`config.mk`:
```
export PLATFORM = sky130hd
export DESIGN_NAME = delta_list_task_scheduler
export DESIGN_NICKNAME = d
export VERILOG_FILES = /design/src/rtl/dlts_pkg.sv /design/src/rtl/dlts_ram.sv /design/src/rtl/delta_list_task_scheduler.sv
export SDC_FILE = /design/constraint.sdc
export NUM_CORES = 2
export LEC_CHECK = 0
export BUFFER_PORTS_ARGS = -buffer_cell sky130_fd_sc_hd__buf_4
export CAP_MARGIN = 15
export CORE_MARGIN = 2
export CORE_UTILIZATION = 56
export CTS_CLUSTER_SIZE = 10
export DETAILED_ROUTE_END_ITERATION = 16
export PLACE_DENSITY_LB_ADDON = 0.1
export SYNTH_ARGS = -nofsm -noshare
export SYNTH_HDL_FRONTEND = slang
export SYNTH_SLANG_ARGS = --single-unit
```
`constraint.sdc`:
```
create_clock -name clk -period 17.2 [get_ports clk]
set_input_delay 0.86 -clock clk [delete_from_list [all_inputs] [get_ports clk]]
set_output_delay 0.86 -clock clk [all_outputs]
set_load 0.02 [all_outputs]
```
`src/rtl/dlts_pkg.sv`:
```
// Package for the delta-list task scheduler.
// Holds the command and status codes, the channel payload structs and the queue entry layout.
// No dependencies.
package dlts_pkg;

  localparam logic [1:0] CMD_ADD      = 2'd0;
  localparam logic [1:0] CMD_TICK     = 2'd1;
  localparam logic [1:0] CMD_DISPATCH = 2'd2;
  localparam logic [1:0] CMD_UNKNOWN  = 2'd3;

  localparam logic [1:0] ST_DONE = 2'd0;
  localparam logic [1:0] ST_FULL = 2'd1;
  localparam logic [1:0] ST_NONE = 2'd2;

  // Width of the millisecond fields and of the tick counts stored in the queue.
  localparam int MS_W = 32;

  typedef struct packed {
    logic [1:0]      cmd;
    logic [7:0]      task_id;
    logic [MS_W-1:0] delay_ms;
    logic [MS_W-1:0] period_ms;
  } in_t;

  typedef struct packed {
    logic [1:0] status;
    logic       ran;
    logic [7:0] run_task_id;
    logic [4:0] queue_count;
  } out_t;

  typedef struct packed {
    logic [7:0]      id;
    logic [MS_W-1:0] delay;
    logic [MS_W-1:0] period;
    logic [7:0]      runs;
  } entry_t;

endpackage

```
`src/rtl/dlts_ram.sv`:
```
// Generic simple dual-port RAM: one write port, one read port with registered read data.
// No dependencies.
module dlts_ram #(
  parameter int WIDTH = 80,
  parameter int DEPTH = 16,
  localparam int AW = $clog2(DEPTH)
) (
  input  logic             clk,
  input  logic             we,
  input  logic [AW-1:0]    waddr,
  input  logic [WIDTH-1:0] wdata,
  input  logic [AW-1:0]    raddr,
  output logic [WIDTH-1:0] rdata
);

  logic [WIDTH-1:0] mem_r [DEPTH];

  always_ff @(posedge clk) begin
    if (we) begin
      mem_r[waddr] <= wdata;
    end
    rdata <= mem_r[raddr];
  end

endmodule

```
`src/rtl/delta_list_task_scheduler.sv`:
```
// Delta-list task scheduler, top level.
// Depends on dlts_pkg (types, codes) and dlts_ram (queue entry storage).
//
//  Channel | Ports                          | Payload
//  --------+--------------------------------+---------------------------------------
//  input   | in_valid, in_stall, in_data    | cmd, task_id, delay_ms, period_ms
//  result  | out_valid, out_stall, out_data | status, ran, run_task_id, queue_count
//
// One transaction is worked on at a time; each input transaction yields exactly one result.
// An add passes through the reciprocal divider and then walks the queue, shifts the entries
// behind its place and writes; a tick reads and rewrites the head, and a dispatch removes the
// head and walks a periodic task back in. The entry RAM's single read port puts a read state
// before each check or write; the block returns to idle before accepting the next transaction.
// Reset (synchronous, rst_n low) empties the queue; no clearing pass is needed because only
// entries below the task count are ever read.
// A stalled result holds in the output register while the next transaction is accepted; that
// transaction finishes only once the register is free.
module delta_list_task_scheduler
  import dlts_pkg::*;
#(
  parameter int MAX_TASKS = 16,
  parameter int TICK_MS   = 10
) (
  input  logic clk,
  input  logic rst_n,
  input  logic in_valid,
  output logic in_stall,
  input  in_t  in_data,
  output logic out_valid,
  input  logic out_stall,
  output out_t out_data
);

  // Address width of the queue RAM, width of logical positions and counts (0..MAX_TASKS),
  // width of running sums of delays, and half the width of a millisecond field.
  localparam int AW = $clog2(MAX_TASKS);
  localparam int CW = $clog2(MAX_TASKS + 1);
  localparam int SW = MS_W + CW;
  localparam int HW = MS_W / 2;
  localparam int EW = $bits(entry_t);
  // floor(2^MS_W / TICK_MS); the product with a field gives the quotient or one less.
  localparam logic [MS_W:0] RECIP = (MS_W+1)'((65'd1 << MS_W) / TICK_MS);

  typedef enum logic [3:0] {
    S_IDLE, S_DIV, S_HEAD_RD, S_HEAD_UPD, S_WALK_RD, S_WALK_CHK,
    S_SH_RD, S_SH_WR, S_PUT_NEXT, S_PUT_NEW, S_DONE
  } state_t;

  state_t            state_r;
  logic [1:0]        cmd_r;
  logic [7:0]        nid_r;
  logic [MS_W-1:0]   nd_r;
  logic [MS_W-1:0]   np_r;
  logic [7:0]        nr_r;
  logic [2*MS_W-1:0] accd_r;
  logic [2*MS_W-1:0] accp_r;
  logic [MS_W-1:0]   remd_r;
  logic [MS_W-1:0]   remp_r;
  logic [1:0]        div_cnt_r;
  logic [CW-1:0]     pos_r;
  logic [CW-1:0]     sh_r;
  logic [SW-1:0]     before_r;
  entry_t            save_r;
  logic [AW-1:0]     head_r;
  logic [CW-1:0]     count_r;
  logic [1:0]        status_r;
  logic              ran_r;
  logic [7:0]        rid_r;
  out_t              out_r;
  logic              out_valid_r;

  logic              ram_we;
  logic [AW-1:0]     ram_waddr;
  logic [AW-1:0]     ram_raddr;
  entry_t            ram_wdata;
  entry_t            ram_rdata;
  logic [EW-1:0]     ram_rbits;

  entry_t            tick_entry;
  logic [SW-1:0]     walk_at;
  logic              walk_past;
  logic [CW+4:0]     count_ext;
  logic [HW+MS_W:0]  mul_d;
  logic [HW+MS_W:0]  mul_p;
  logic [MS_W-1:0]   qd_est;
  logic [MS_W-1:0]   qp_est;
  logic              out_load;

  // Maps a position in the queue to a RAM address; the queue is circular around head_r.
  function automatic logic [AW-1:0] phys(input logic [AW-1:0] h, input logic [CW-1:0] l);
    logic [CW:0] s;
    s = (CW+1)'(h) + (CW+1)'(l);
    if (s >= (CW+1)'(MAX_TASKS)) begin
      s = s - (CW+1)'(MAX_TASKS);
    end
    return s[AW-1:0];
  endfunction

  // Partial product of one half of a millisecond field with the reciprocal.
  function automatic logic [HW+MS_W:0] mul_recip(input logic [HW-1:0] a);
    return (HW+MS_W+1)'(a) * (HW+MS_W+1)'(RECIP);
  endfunction

  dlts_ram #(
    .WIDTH(EW),
    .DEPTH(MAX_TASKS)
  ) u_ram (
    .clk  (clk),
    .we   (ram_we),
    .waddr(ram_waddr),
    .wdata(ram_wdata),
    .raddr(ram_raddr),
    .rdata(ram_rbits)
  );

  assign ram_rdata = entry_t'(ram_rbits);

  // The divider multiplies the low half of each field in its first step and the high half
  // in its second, then takes the estimate and corrects it by one where the remainder allows.
  assign mul_d  = mul_recip((div_cnt_r == 2'd0) ? nd_r[HW-1:0] : nd_r[MS_W-1:HW]);
  assign mul_p  = mul_recip((div_cnt_r == 2'd0) ? np_r[HW-1:0] : np_r[MS_W-1:HW]);
  assign qd_est = accd_r[2*MS_W-1:MS_W];
  assign qp_est = accp_r[2*MS_W-1:MS_W];

  // A tick on a due head bumps its run count (saturating) and reloads a nonzero period;
  // otherwise it counts the head's delay down.
  always_comb begin
    tick_entry = ram_rdata;
    if (ram_rdata.delay == '0) begin
      if (ram_rdata.runs != 8'hFF) begin
        tick_entry.runs = ram_rdata.runs + 8'd1;
      end
      if (ram_rdata.period != '0) begin
        tick_entry.delay = ram_rdata.period;
      end
    end else begin
      tick_entry.delay = ram_rdata.delay - 1'b1;
    end
  end

  // Walking the list: the absolute due time of the entry just read, and whether the new task
  // belongs behind it. Equal due times put the new task in front.
  assign walk_at   = before_r + SW'(ram_rdata.delay);
  assign walk_past = SW'(nd_r) > walk_at;

  always_comb begin
    ram_raddr = head_r;
    ram_we    = 1'b0;
    ram_waddr = head_r;
    ram_wdata = ram_rdata;
    unique case (state_r)
      S_WALK_RD: ram_raddr = phys(head_r, pos_r);
      S_SH_RD:   ram_raddr = phys(head_r, sh_r - 1'b1);
      S_HEAD_UPD: begin
        if (cmd_r == CMD_TICK) begin
          ram_we    = 1'b1;
          ram_wdata = tick_entry;
        end
      end
      S_SH_WR: begin
        ram_we    = 1'b1;
        ram_waddr = phys(head_r, sh_r);
      end
      S_PUT_NEXT: begin
        ram_we    = 1'b1;
        ram_waddr = phys(head_r, pos_r + 1'b1);
        ram_wdata = save_r;
      end
      S_PUT_NEW: begin
        ram_we    = 1'b1;
        ram_waddr = phys(head_r, pos_r);
        ram_wdata = '{id: nid_r, delay: nd_r - before_r[MS_W-1:0], period: np_r, runs: nr_r};
      end
      default: begin
      end
    endcase
  end

  assign count_ext = (CW+5)'(count_r);

  // The result register loads when a finished transaction finds it empty or draining.
  assign out_load = (state_r == S_DONE) && (!out_valid_r || !out_stall);

  always_ff @(posedge clk) begin
    if (!rst_n) begin
      state_r     <= S_IDLE;
      head_r      <= '0;
      count_r     <= '0;
      out_valid_r <= 1'b0;
    end else begin
      if (out_load) begin
        out_valid_r <= 1'b1;
      end else if (!out_stall) begin
        out_valid_r <= 1'b0;
      end
      unique case (state_r)
        S_IDLE: begin
          if (in_valid) begin
            cmd_r     <= in_data.cmd;
            nid_r     <= in_data.task_id;
            nd_r      <= in_data.delay_ms;
            np_r      <= in_data.period_ms;
            nr_r      <= '0;
            div_cnt_r <= '0;
            status_r  <= ST_NONE;
            ran_r     <= 1'b0;
            rid_r     <= '0;
            case (in_data.cmd) inside
              CMD_ADD: begin
                if (count_r == CW'(MAX_TASKS)) begin
                  status_r <= ST_FULL;
                  state_r  <= S_DONE;
                end else begin
                  state_r <= S_DIV;
                end
              end
              CMD_TICK, CMD_DISPATCH: begin
                state_r <= (count_r == '0) ? S_DONE : S_HEAD_RD;
              end
              default: state_r <= S_DONE;
            endcase
          end
        end
        S_DIV: begin
          div_cnt_r <= div_cnt_r + 1'b1;
          case (div_cnt_r)
            2'd0: begin
              accd_r <= (2*MS_W)'(mul_d);
              accp_r <= (2*MS_W)'(mul_p);
            end
            2'd1: begin
              accd_r <= accd_r + {mul_d[2*MS_W-HW-1:0], HW'(0)};
              accp_r <= accp_r + {mul_p[2*MS_W-HW-1:0], HW'(0)};
            end
            2'd2: begin
              nd_r   <= qd_est;
              np_r   <= qp_est;
              remd_r <= nd_r - qd_est * MS_W'(TICK_MS);
              remp_r <= np_r - qp_est * MS_W'(TICK_MS);
            end
            default: begin
              if (remd_r >= MS_W'(TICK_MS)) begin
                nd_r <= nd_r + 1'b1;
              end
              if (remp_r >= MS_W'(TICK_MS)) begin
                np_r <= np_r + 1'b1;
              end
              pos_r    <= '0;
              before_r <= '0;
              state_r  <= S_WALK_RD;
            end
          endcase
        end
        S_HEAD_RD: state_r <= S_HEAD_UPD;
        S_HEAD_UPD: begin
          if (cmd_r == CMD_TICK) begin
            status_r <= ST_DONE;
            state_r  <= S_DONE;
          end else if (ram_rdata.runs == '0) begin
            state_r <= S_DONE;
          end else begin
            // Dispatch: the head leaves by moving the head pointer; a periodic task goes
            // back in with its current delay as an absolute due time.
            status_r <= ST_DONE;
            ran_r    <= 1'b1;
            rid_r    <= ram_rdata.id;
            head_r   <= phys(head_r, CW'(1));
            count_r  <= count_r - 1'b1;
            nid_r    <= ram_rdata.id;
            nd_r     <= ram_rdata.delay;
            np_r     <= ram_rdata.period;
            nr_r     <= ram_rdata.runs - 8'd1;
            pos_r    <= '0;
            before_r <= '0;
            state_r  <= (ram_rdata.period != '0) ? S_WALK_RD : S_DONE;
          end
        end
        S_WALK_RD: begin
          state_r <= (pos_r == count_r) ? S_PUT_NEW : S_WALK_CHK;
        end
        S_WALK_CHK: begin
          if (walk_past) begin
            before_r <= walk_at;
            pos_r    <= pos_r + 1'b1;
            state_r  <= S_WALK_RD;
          end else begin
            save_r  <= '{id: ram_rdata.id, delay: MS_W'(walk_at - SW'(nd_r)),
                         period: ram_rdata.period, runs: ram_rdata.runs};
            sh_r    <= count_r;
            state_r <= ((CW+1)'(count_r) > (CW+1)'(pos_r) + 1'b1) ? S_SH_RD : S_PUT_NEXT;
          end
        end
        S_SH_RD: state_r <= S_SH_WR;
        S_SH_WR: begin
          sh_r    <= sh_r - 1'b1;
          state_r <= ((CW+1)'(sh_r) > (CW+1)'(pos_r) + (CW+1)'(2)) ? S_SH_RD : S_PUT_NEXT;
        end
        S_PUT_NEXT: state_r <= S_PUT_NEW;
        S_PUT_NEW: begin
          count_r  <= count_r + 1'b1;
          status_r <= ST_DONE;
          state_r  <= S_DONE;
        end
        S_DONE: begin
          if (out_load) begin
            out_r.status      <= status_r;
            out_r.ran         <= ran_r;
            out_r.run_task_id <= rid_r;
            out_r.queue_count <= count_ext[4:0];
            state_r           <= S_IDLE;
          end
        end
        default: state_r <= S_IDLE;
      endcase
    end
  end

  assign in_stall  = (state_r != S_IDLE);
  assign out_valid = out_valid_r;
  assign out_data  = out_r;

  // The queue never holds more tasks than it has slots.
  a_count_bound: assert property (@(posedge clk) disable iff (!rst_n)
    count_r <= CW'(MAX_TASKS))
    else $error("task count above queue depth");

  // A served dispatch always reports done.
  a_ran_done: assert property (@(posedge clk) disable iff (!rst_n)
    out_valid_r |-> (!out_r.ran || out_r.status == ST_DONE))
    else $error("ran set with a status other than done");

  // An accepted transaction keeps the input side stalled in the following cycle.
  a_one_at_a_time: assert property (@(posedge clk) disable iff (!rst_n)
    (in_valid && !in_stall) |=> in_stall)
    else $error("input accepted while a transaction is in progress");

endmodule

```
# After elaboration in Yosys (flattened, before gate mapping)
# Memories as Yosys holds them, arrays and structs flattened. A register that Yosys moved wholly into a read port is not among the register bits.
# Index checks and enable logic that the tools add are counted.
# totals
mem_bits_rw	1280
elab_cells	230
inputBits	78
ff_bits	444
mem_count	1
# memory_table
memory	words	word_bits	read_ports	rd_ports_with_merged_regs	wr	line_no	text
u_ram.mem_r	16	80	1	1	1	dlts_ram.sv:16	logic [WIDTH-1:0] mem_r [DEPTH];
# op_classes
eq_ne	30
multipliers	4
n_mux	86
reduce_logical	39
n_addsub	29
n_lt_le_gt_ge	10
bitwise	3
# ops
op	n
two-way mux 32 bit	10
one-hot mux 64 bit (2 select lines)	2
one-hot mux 80 bit (3 select lines)	1
one-hot mux 32 bit (3 select lines)	2
two-way mux 37 bit	4
adder 64 x 61 -> 64 bit	2
one-hot mux 32 bit (2 select lines)	2
subtractor 32 bit	4
one-hot mux 37 bit (3 select lines)	1
multiplier 16 x 29 -> 45 bit (second input constant)	2
two-way mux 4 bit	19
two-way mux 72 bit	1
adder 32 x 1 -> 32 bit (second input constant)	2
greater-or-equal comparator 32 x 4 -> 1 bit (second input constant)	2
multiplier 32 x 3 -> 31 bit (second input constant)	2
two-way mux 8 bit	8
one-hot mux 8 bit (2 select lines)	3
one-hot mux 4 bit (11 select lines)	1
adder 37 x 32 -> 37 bit	1
> comparator 32 x 37 -> 1 bit	1
two-way mux 5 bit	7
logical NOT 32 bit	1
two-way mux 16 bit	2
nonzero test 32 bit	1
53 further kinds	120

# Longest topological paths before layout
# depth
ltp_word	6
ltp_mapped	40

# Cells and area by module
# Synthesis repeated with hierarchy kept, for this count alone.
# unflattened
cells_unflattened	7398
hier_area_um2	96765.3
# by_module_without_submodules
module	instances	cells_per_inst	seq_area_each_um2	area_each_um2
dlts_ram	1	2054	40038.4	49422.4
delta_list_task_scheduler	1	5344	12171.7	47342.9

# Worst setup path before layout
# OpenSTA, ideal clock, no wires.
# synth_timing
path_type	register -> register
start	register before_r[0]
end	register save_r[0] (netlist name) (enable)
setup_time_ps	616
path_slack_ps	6727
required_time_ps	16584
n_path_buf	0
t_arrival_ps	9857
stages_incl_launch_ff	24
path_cell_list	edfxtp_1 > ha_1 > fa_1 > a21o_1 > a21oi_1 > o211a_1 > nor3b_1 > o21ai_0 > a21oi_1 > o21ai_0 > a21boi_0 > o41ai_1 > xor2_1 > inv_1 > ha_1 > nand4_1 > nor2_1 > nand4_1 > nand2_1 > a2bb2oi_1 > a211oi_1 > mux2i_1 > a22oi_1 > nor3_1
# synth_via
elab_chain_cells	4
# synth_lines
element	line_no	text
start, declared	delta_list_task_scheduler.sv:62	logic [SW-1:0] before_r;
start signal, assigned	delta_list_task_scheduler.sv:283	before_r <= walk_at;
adder 37 x 32 -> 37 bit	delta_list_task_scheduler.sv:143	assign walk_at = before_r + SW'(ram_rdata.delay);
named net walk_at[20]	delta_list_task_scheduler.sv:80	logic [SW-1:0] walk_at;
> comparator 32 x 37 -> 1 bit	delta_list_task_scheduler.sv:144	assign walk_past = SW'(nd_r) > walk_at;
NOT 1 bit (no source line)	n/a	
AND reduction 3 bit (no source line)	n/a	
end signal, assigned	delta_list_task_scheduler.sv:287	save_r <= '{id: ram_rdata.id, delay: MS_W'(walk_at - SW'(nd_r)),
end, declared	delta_list_task_scheduler.sv:63	entry_t save_r;
# The timed path passes the listed nets, and every way through them passes these cells.
# A chain may end at the register's enable or synchronous reset.

# Worst setup path in the final report
# layout_timing
start	register div_cnt_r[0]
end	register accd_r[61] (data pin)
# layout_via
elab_chain_cells	5
# layout_lines
element	line_no	text
start, declared	delta_list_task_scheduler.sv:59	logic [1:0] div_cnt_r;
start signal, assigned	delta_list_task_scheduler.sv:225	div_cnt_r <= div_cnt_r + 1'b1;
logical NOT 2 bit	delta_list_task_scheduler.sv:120, delta_list_task_scheduler.sv:226	
two-way mux 16 bit	delta_list_task_scheduler.sv:120	assign mul_d = mul_recip((div_cnt_r == 2'd0) ? nd_r[HW-1:0] : nd_r[MS_W-1:HW]);
multiplier 16 x 29 -> 45 bit	delta_list_task_scheduler.sv:101	return (HW+MS_W+1)'(a) * (HW+MS_W+1)'(RECIP);
adder 64 x 61 -> 64 bit	delta_list_task_scheduler.sv:232	accd_r <= accd_r + {mul_d[2*MS_W-HW-1:0], HW'(0)};
one-hot mux 64 bit (2 select lines) *	delta_list_task_scheduler.sv:226	case (div_cnt_r)
end signal, assigned	delta_list_task_scheduler.sv:228	accd_r <= (2*MS_W)'(mul_d);
end signal, assigned	delta_list_task_scheduler.sv:232	
end, declared	delta_list_task_scheduler.sv:55	logic [2*MS_W-1:0] accd_r;
# Mark *: on every way between the ends. The rest lies on a longest branch, timed or not.

==> impl_results.rst <==
.. list-table::
   :header-rows: 1

   * - Metric
     - Value
   * - Max Cap Viol
     - 0
   * - Via density per instance
     - between 6 and 7
   * - Largest cells by area after synthesis
     - sky130_fd_sc_hd__edfxtp_1 52%, sky130_fd_sc_hd__ha_1 8.5%, sky130_fd_sc_hd__mux4_2 7.4%
   * - Headroom to the max-slew limit
     - between 20% and 30%
   * - Final setup viols
     - 0
   * - Element type at the critical path end
     - flop
   * - Initial core utilization
     - 56.22%
   * - CTS clock-pin slew for the worst setup and hold paths
     - 60 ps
   * - Share of synthesized registers carrying an async set or reset
     - 0%
   * - DRT met1 WL
     - around 120000 um
   * - Actual slew at the worst max-slew pin
     - between 1000 and 1500 ps
   * - Detailed-route wire length
     - approximately 280000 um
   * - Most used cells in the layout excluding fill and tap cells
     - 1676 x sky130_fd_sc_hd__edfxtp_1, 663 x sky130_fd_sc_hd__ha_1, 535 x sky130_fd_sc_hd__nand2_1, 500 x sky130_fd_sc_hd__inv_1, 479 x sky130_fd_sc_hd__a21oi_1
   * - Result of the run
     - finished, final reports clean
   * - Min cycle time layout
     - approximately 11000 ps
   * - CTS Sinks
     - 1770
   * - Last weighted congestion value of the routability-driven placer
     - approximately 0.99
   * - Library cells used by synthesis
     - 84
   * - Hold-fix buffer count after cts
     - 0
   * - Final Net Count
     - 8692
   * - Unrepaired setup endpoints after global routing
     - no
   * - Detail Route met3 WL
     - between 15000 and 20000 um
   * - Flip-flop and latch count after synthesis
     - ~1800
   * - Worst setup path category
     - reg2reg
   * - Worst hold slack
     - 217.1 ps
   * - Fraction of synthesized cell area taken by the top area cell type
     - just over 50%
   * - Delay contributed by the slowest stage of the critical path
     - roughly 700 ps
   * - Commonest non-fill, non-tap cell in the layout
     - sky130_fd_sc_hd__edfxtp_1
   * - Global-route usage over all layers
     - 30.85%
   * - Synth Area per Inst
     - about 13 um2
   * - Area of the die
     - about 180000 um2
   * - Port buffer count
     - between 90 and 100
   * - Area grow syn2layout
     - 10.58%
   * - Number of synthesized flops with an enable pin
     - ~1700
   * - Setup skew after layout
     - between 60 and 70 ps
   * - Clk buf depth
     - 3
   * - Post-CTS setup buffers
     - 0
   * - Initial DRC Count
     - 7261
   * - Proportion of layout cells with a drive suffix above 1
     - between 10% and 20%
   * - Wire length on met2
     - 127500 um
   * - Worst Path Arrival
     - between 10000 and 15000 ps
   * - Slowest cell on the critical path
     - sky130_fd_sc_hd__nor3b_1
   * - Required time at the endpoint of the critical path
     - 17770 ps
   * - Summed instance area of the synthesized netlist
     - between 90000 and 100000 um2
   * - Reg2Reg Depth
     - 36
   * - Io pins
     - between 90 and 100
   * - Kind of start point of the critical path
     - flop
   * - Hold/Removal Path Class
     - in2reg
   * - Clock tree root buffer cell
     - sky130_fd_sc_hd__clkbuf_16
   * - Average routed wire per standard cell
     - roughly 27 um
   * - Maximum level of the CTS H-tree
     - 4
   * - Top routing layer in use
     - met5
   * - Number of hold violations in the final report
     - 0
   * - Yosys top cell by area
     - sky130_fd_sc_hd__edfxtp_1
   * - Number of CTS-inserted buffers
     - slightly above 200
   * - Placed Instances
     - 9896
   * - Total of warnings raised by yosys
     - 0
   * - Clk Latency, worst-skew pair
     - about 860 ps
   * - Post-DRT Antenna Nets
     - 0
   * - Peak clock frequency supported by timing
     - 94.97 MHz
   * - Site row count
     - around 150
   * - Maximum fanout along the worst path
     - 22
   * - Congestion Overflow GR
     - 0
   * - Post-route setup TNS
     - 0 ps
   * - Synth Flop Type
     - sky130_fd_sc_hd__edfxtp_1
   * - Number of instances resized during post-cts repair
     - 0
   * - DRC violations left
     - 0
   * - Number of cells on the worst hold path
     - 1
   * - Width of the chip
     - 421.3 um
   * - Synth Net Count
     - 8503
   * - Clock tree from TritonCTS
     - built
   * - Pin count of the biggest net entering global routing
     - 120
   * - Sequential area share after synthesis
     - a little over half
   * - Number of filler cells placed in the layout
     - roughly 14000
   * - Diode count
     - 0
   * - Number of non-filler instances in the completed layout
     - about 10000
   * - Initial antenna violation count
     - 4
   * - Vias in the first global route
     - 63150
   * - Placeable core region
     - between 150000 and 200000 um2
   * - Die extent in y
     - between 400 and 500 um
   * - First drt pass iteration count
     - 6
   * - Wire length of the first global-routing pass
     - between 400000 and 500000 um
   * - Overall via count from detail_route
     - approximately 65000
   * - HPWL reported at the end of detailed placement
     - 187800 um
   * - Gate count after technology mapping
     - approximately 7600
   * - Final Cycle Share
     - around three fifths
   * - Slew Viols, Final
     - 0
[stage by stage]
| step | utilization (%) | area (um2) | worst slack (ps) |
|---|---|---|---|
| after floorplan | - | 97500 | 6727 |
| final | 62.16 | 107800 | 6670 |
| after detailed placement | 58.55 | 101500 | 6682 |
| after CTS | 62.08 | 107700 | 6616 |
| after global placement | 58.55 | 101500 | 6816 |
| after global routing | 62.16 | 107800 | 6045 |
[worst max-delay path: cells and delay by family, from the launching register on]
family	cells	cell delay [ps]
AO/OA/AOI/OAI	13	2840
XOR/XNOR	2	350
flip-flops	1	470
adder cells (fa/ha/maj)	9	4190
AND/OR/NAND/NOR	6	1510
buffers and inverters	6	840
[layout make-up]
type	instances	area, um2	area share [%]
clock inverters	33	505.5	0.4689
multi-input cells	5061	42680	39.58
repair buffers	255	1993	1.849
flip-flops and latches	1770	52220	48.43
well taps	2325	2909	2.698
clock buffers	333	5630	5.222
inverters	501	1881	1.744
[Yosys cell counts, types with 11 or more instances]
cell and n:
sky130_fd_sc_hd__xnor2_1 271, sky130_fd_sc_hd__o21ai_0 367, sky130_fd_sc_hd__o21a_1 65, sky130_fd_sc_hd__nor3b_1 15
sky130_fd_sc_hd__o21bai_1 54, sky130_fd_sc_hd__a222oi_1 11, sky130_fd_sc_hd__clkbuf_1 209, sky130_fd_sc_hd__edfxtp_1 1676
sky130_fd_sc_hd__mux2_2 59, sky130_fd_sc_hd__nor3_1 83, sky130_fd_sc_hd__nand4_1 42, sky130_fd_sc_hd__fa_1 155
sky130_fd_sc_hd__nand3_1 105, sky130_fd_sc_hd__nor2b_1 72, sky130_fd_sc_hd__or2_2 18, sky130_fd_sc_hd__nand2b_1 54
sky130_fd_sc_hd__and2_1 131, sky130_fd_sc_hd__o211ai_1 28, sky130_fd_sc_hd__a221oi_1 26, sky130_fd_sc_hd__nor4_1 37
sky130_fd_sc_hd__dfxtp_1 94, sky130_fd_sc_hd__a21oi_1 483, sky130_fd_sc_hd__a21o_1 207, sky130_fd_sc_hd__nand2_1 535
sky130_fd_sc_hd__a21boi_0 24, sky130_fd_sc_hd__o31ai_1 19, sky130_fd_sc_hd__or3_1 25, sky130_fd_sc_hd__and4_1 13
sky130_fd_sc_hd__xor2_1 168, sky130_fd_sc_hd__a211oi_1 120, sky130_fd_sc_hd__inv_1 500, sky130_fd_sc_hd__mux2i_1 87
sky130_fd_sc_hd__mux4_2 320, sky130_fd_sc_hd__nor2_1 450, sky130_fd_sc_hd__a31oi_1 113, sky130_fd_sc_hd__ha_1 666
sky130_fd_sc_hd__and3_1 64, sky130_fd_sc_hd__a211o_1 14, sky130_fd_sc_hd__o22ai_1 11, sky130_fd_sc_hd__buf_1 57
[routing by layer]
| layer | track usage, % | up-vias |
|---|---|---|
| met5 | 0 | - |
| met4 | 12.41 | 2 |
| met3 | 3.698 | 483 |
| met2 | 48.55 | 2650 |
| met1 | 44.00 | 32540 |
| li1 | - | 29000 |
[state kept, by name, summed over array words and instances, names as in the netlist]
signal and flops:
accd_r 48, accp_r 48, before_r 37, cmd_r 2
count_r 5, div_cnt_r 2, head_r 4, nd_r 32
nid_r 8, np_r 32, nr_r 8, out_data 16
out_valid 1, pos_r 5, ran_r 1, remd_r 31
remp_r 31, rid_r 8, save_r 80, sh_r 5
state_r 4, status_r 2, u_ram.mem_r 1280, u_ram.rdata 80
[kinds of logic after synthesis]
group / count (synthesis) / synth area share [%]
AO/OA/AOI/OAI: 1660 / 10.71
XOR/XNOR: 439 / 3.944
adder cells (fa/ha/maj): 821 / 11.73
buffers and inverters: 773 / 2.999
flip-flops: 1770 / 53.55
multiplexers: 466 / 8.966
AND/OR/NAND/NOR: 1675 / 8.108
[path summary, 6_finish.rpt]
path | from | to | slack (ps)
worst max register to register | div_cnt_r[0] | accd_r[61] | 6670
worst min-delay path | in_data[72] | cmd_r[0] | 220
worst max-delay path | div_cnt_r[0] | accd_r[61] | 6670
worst min register to register | rid_r[3] | out_data[8] | 420
Power is not shown: default switching activity piles up to over one toggle a cycle in this logic, so the estimate is an artifact.
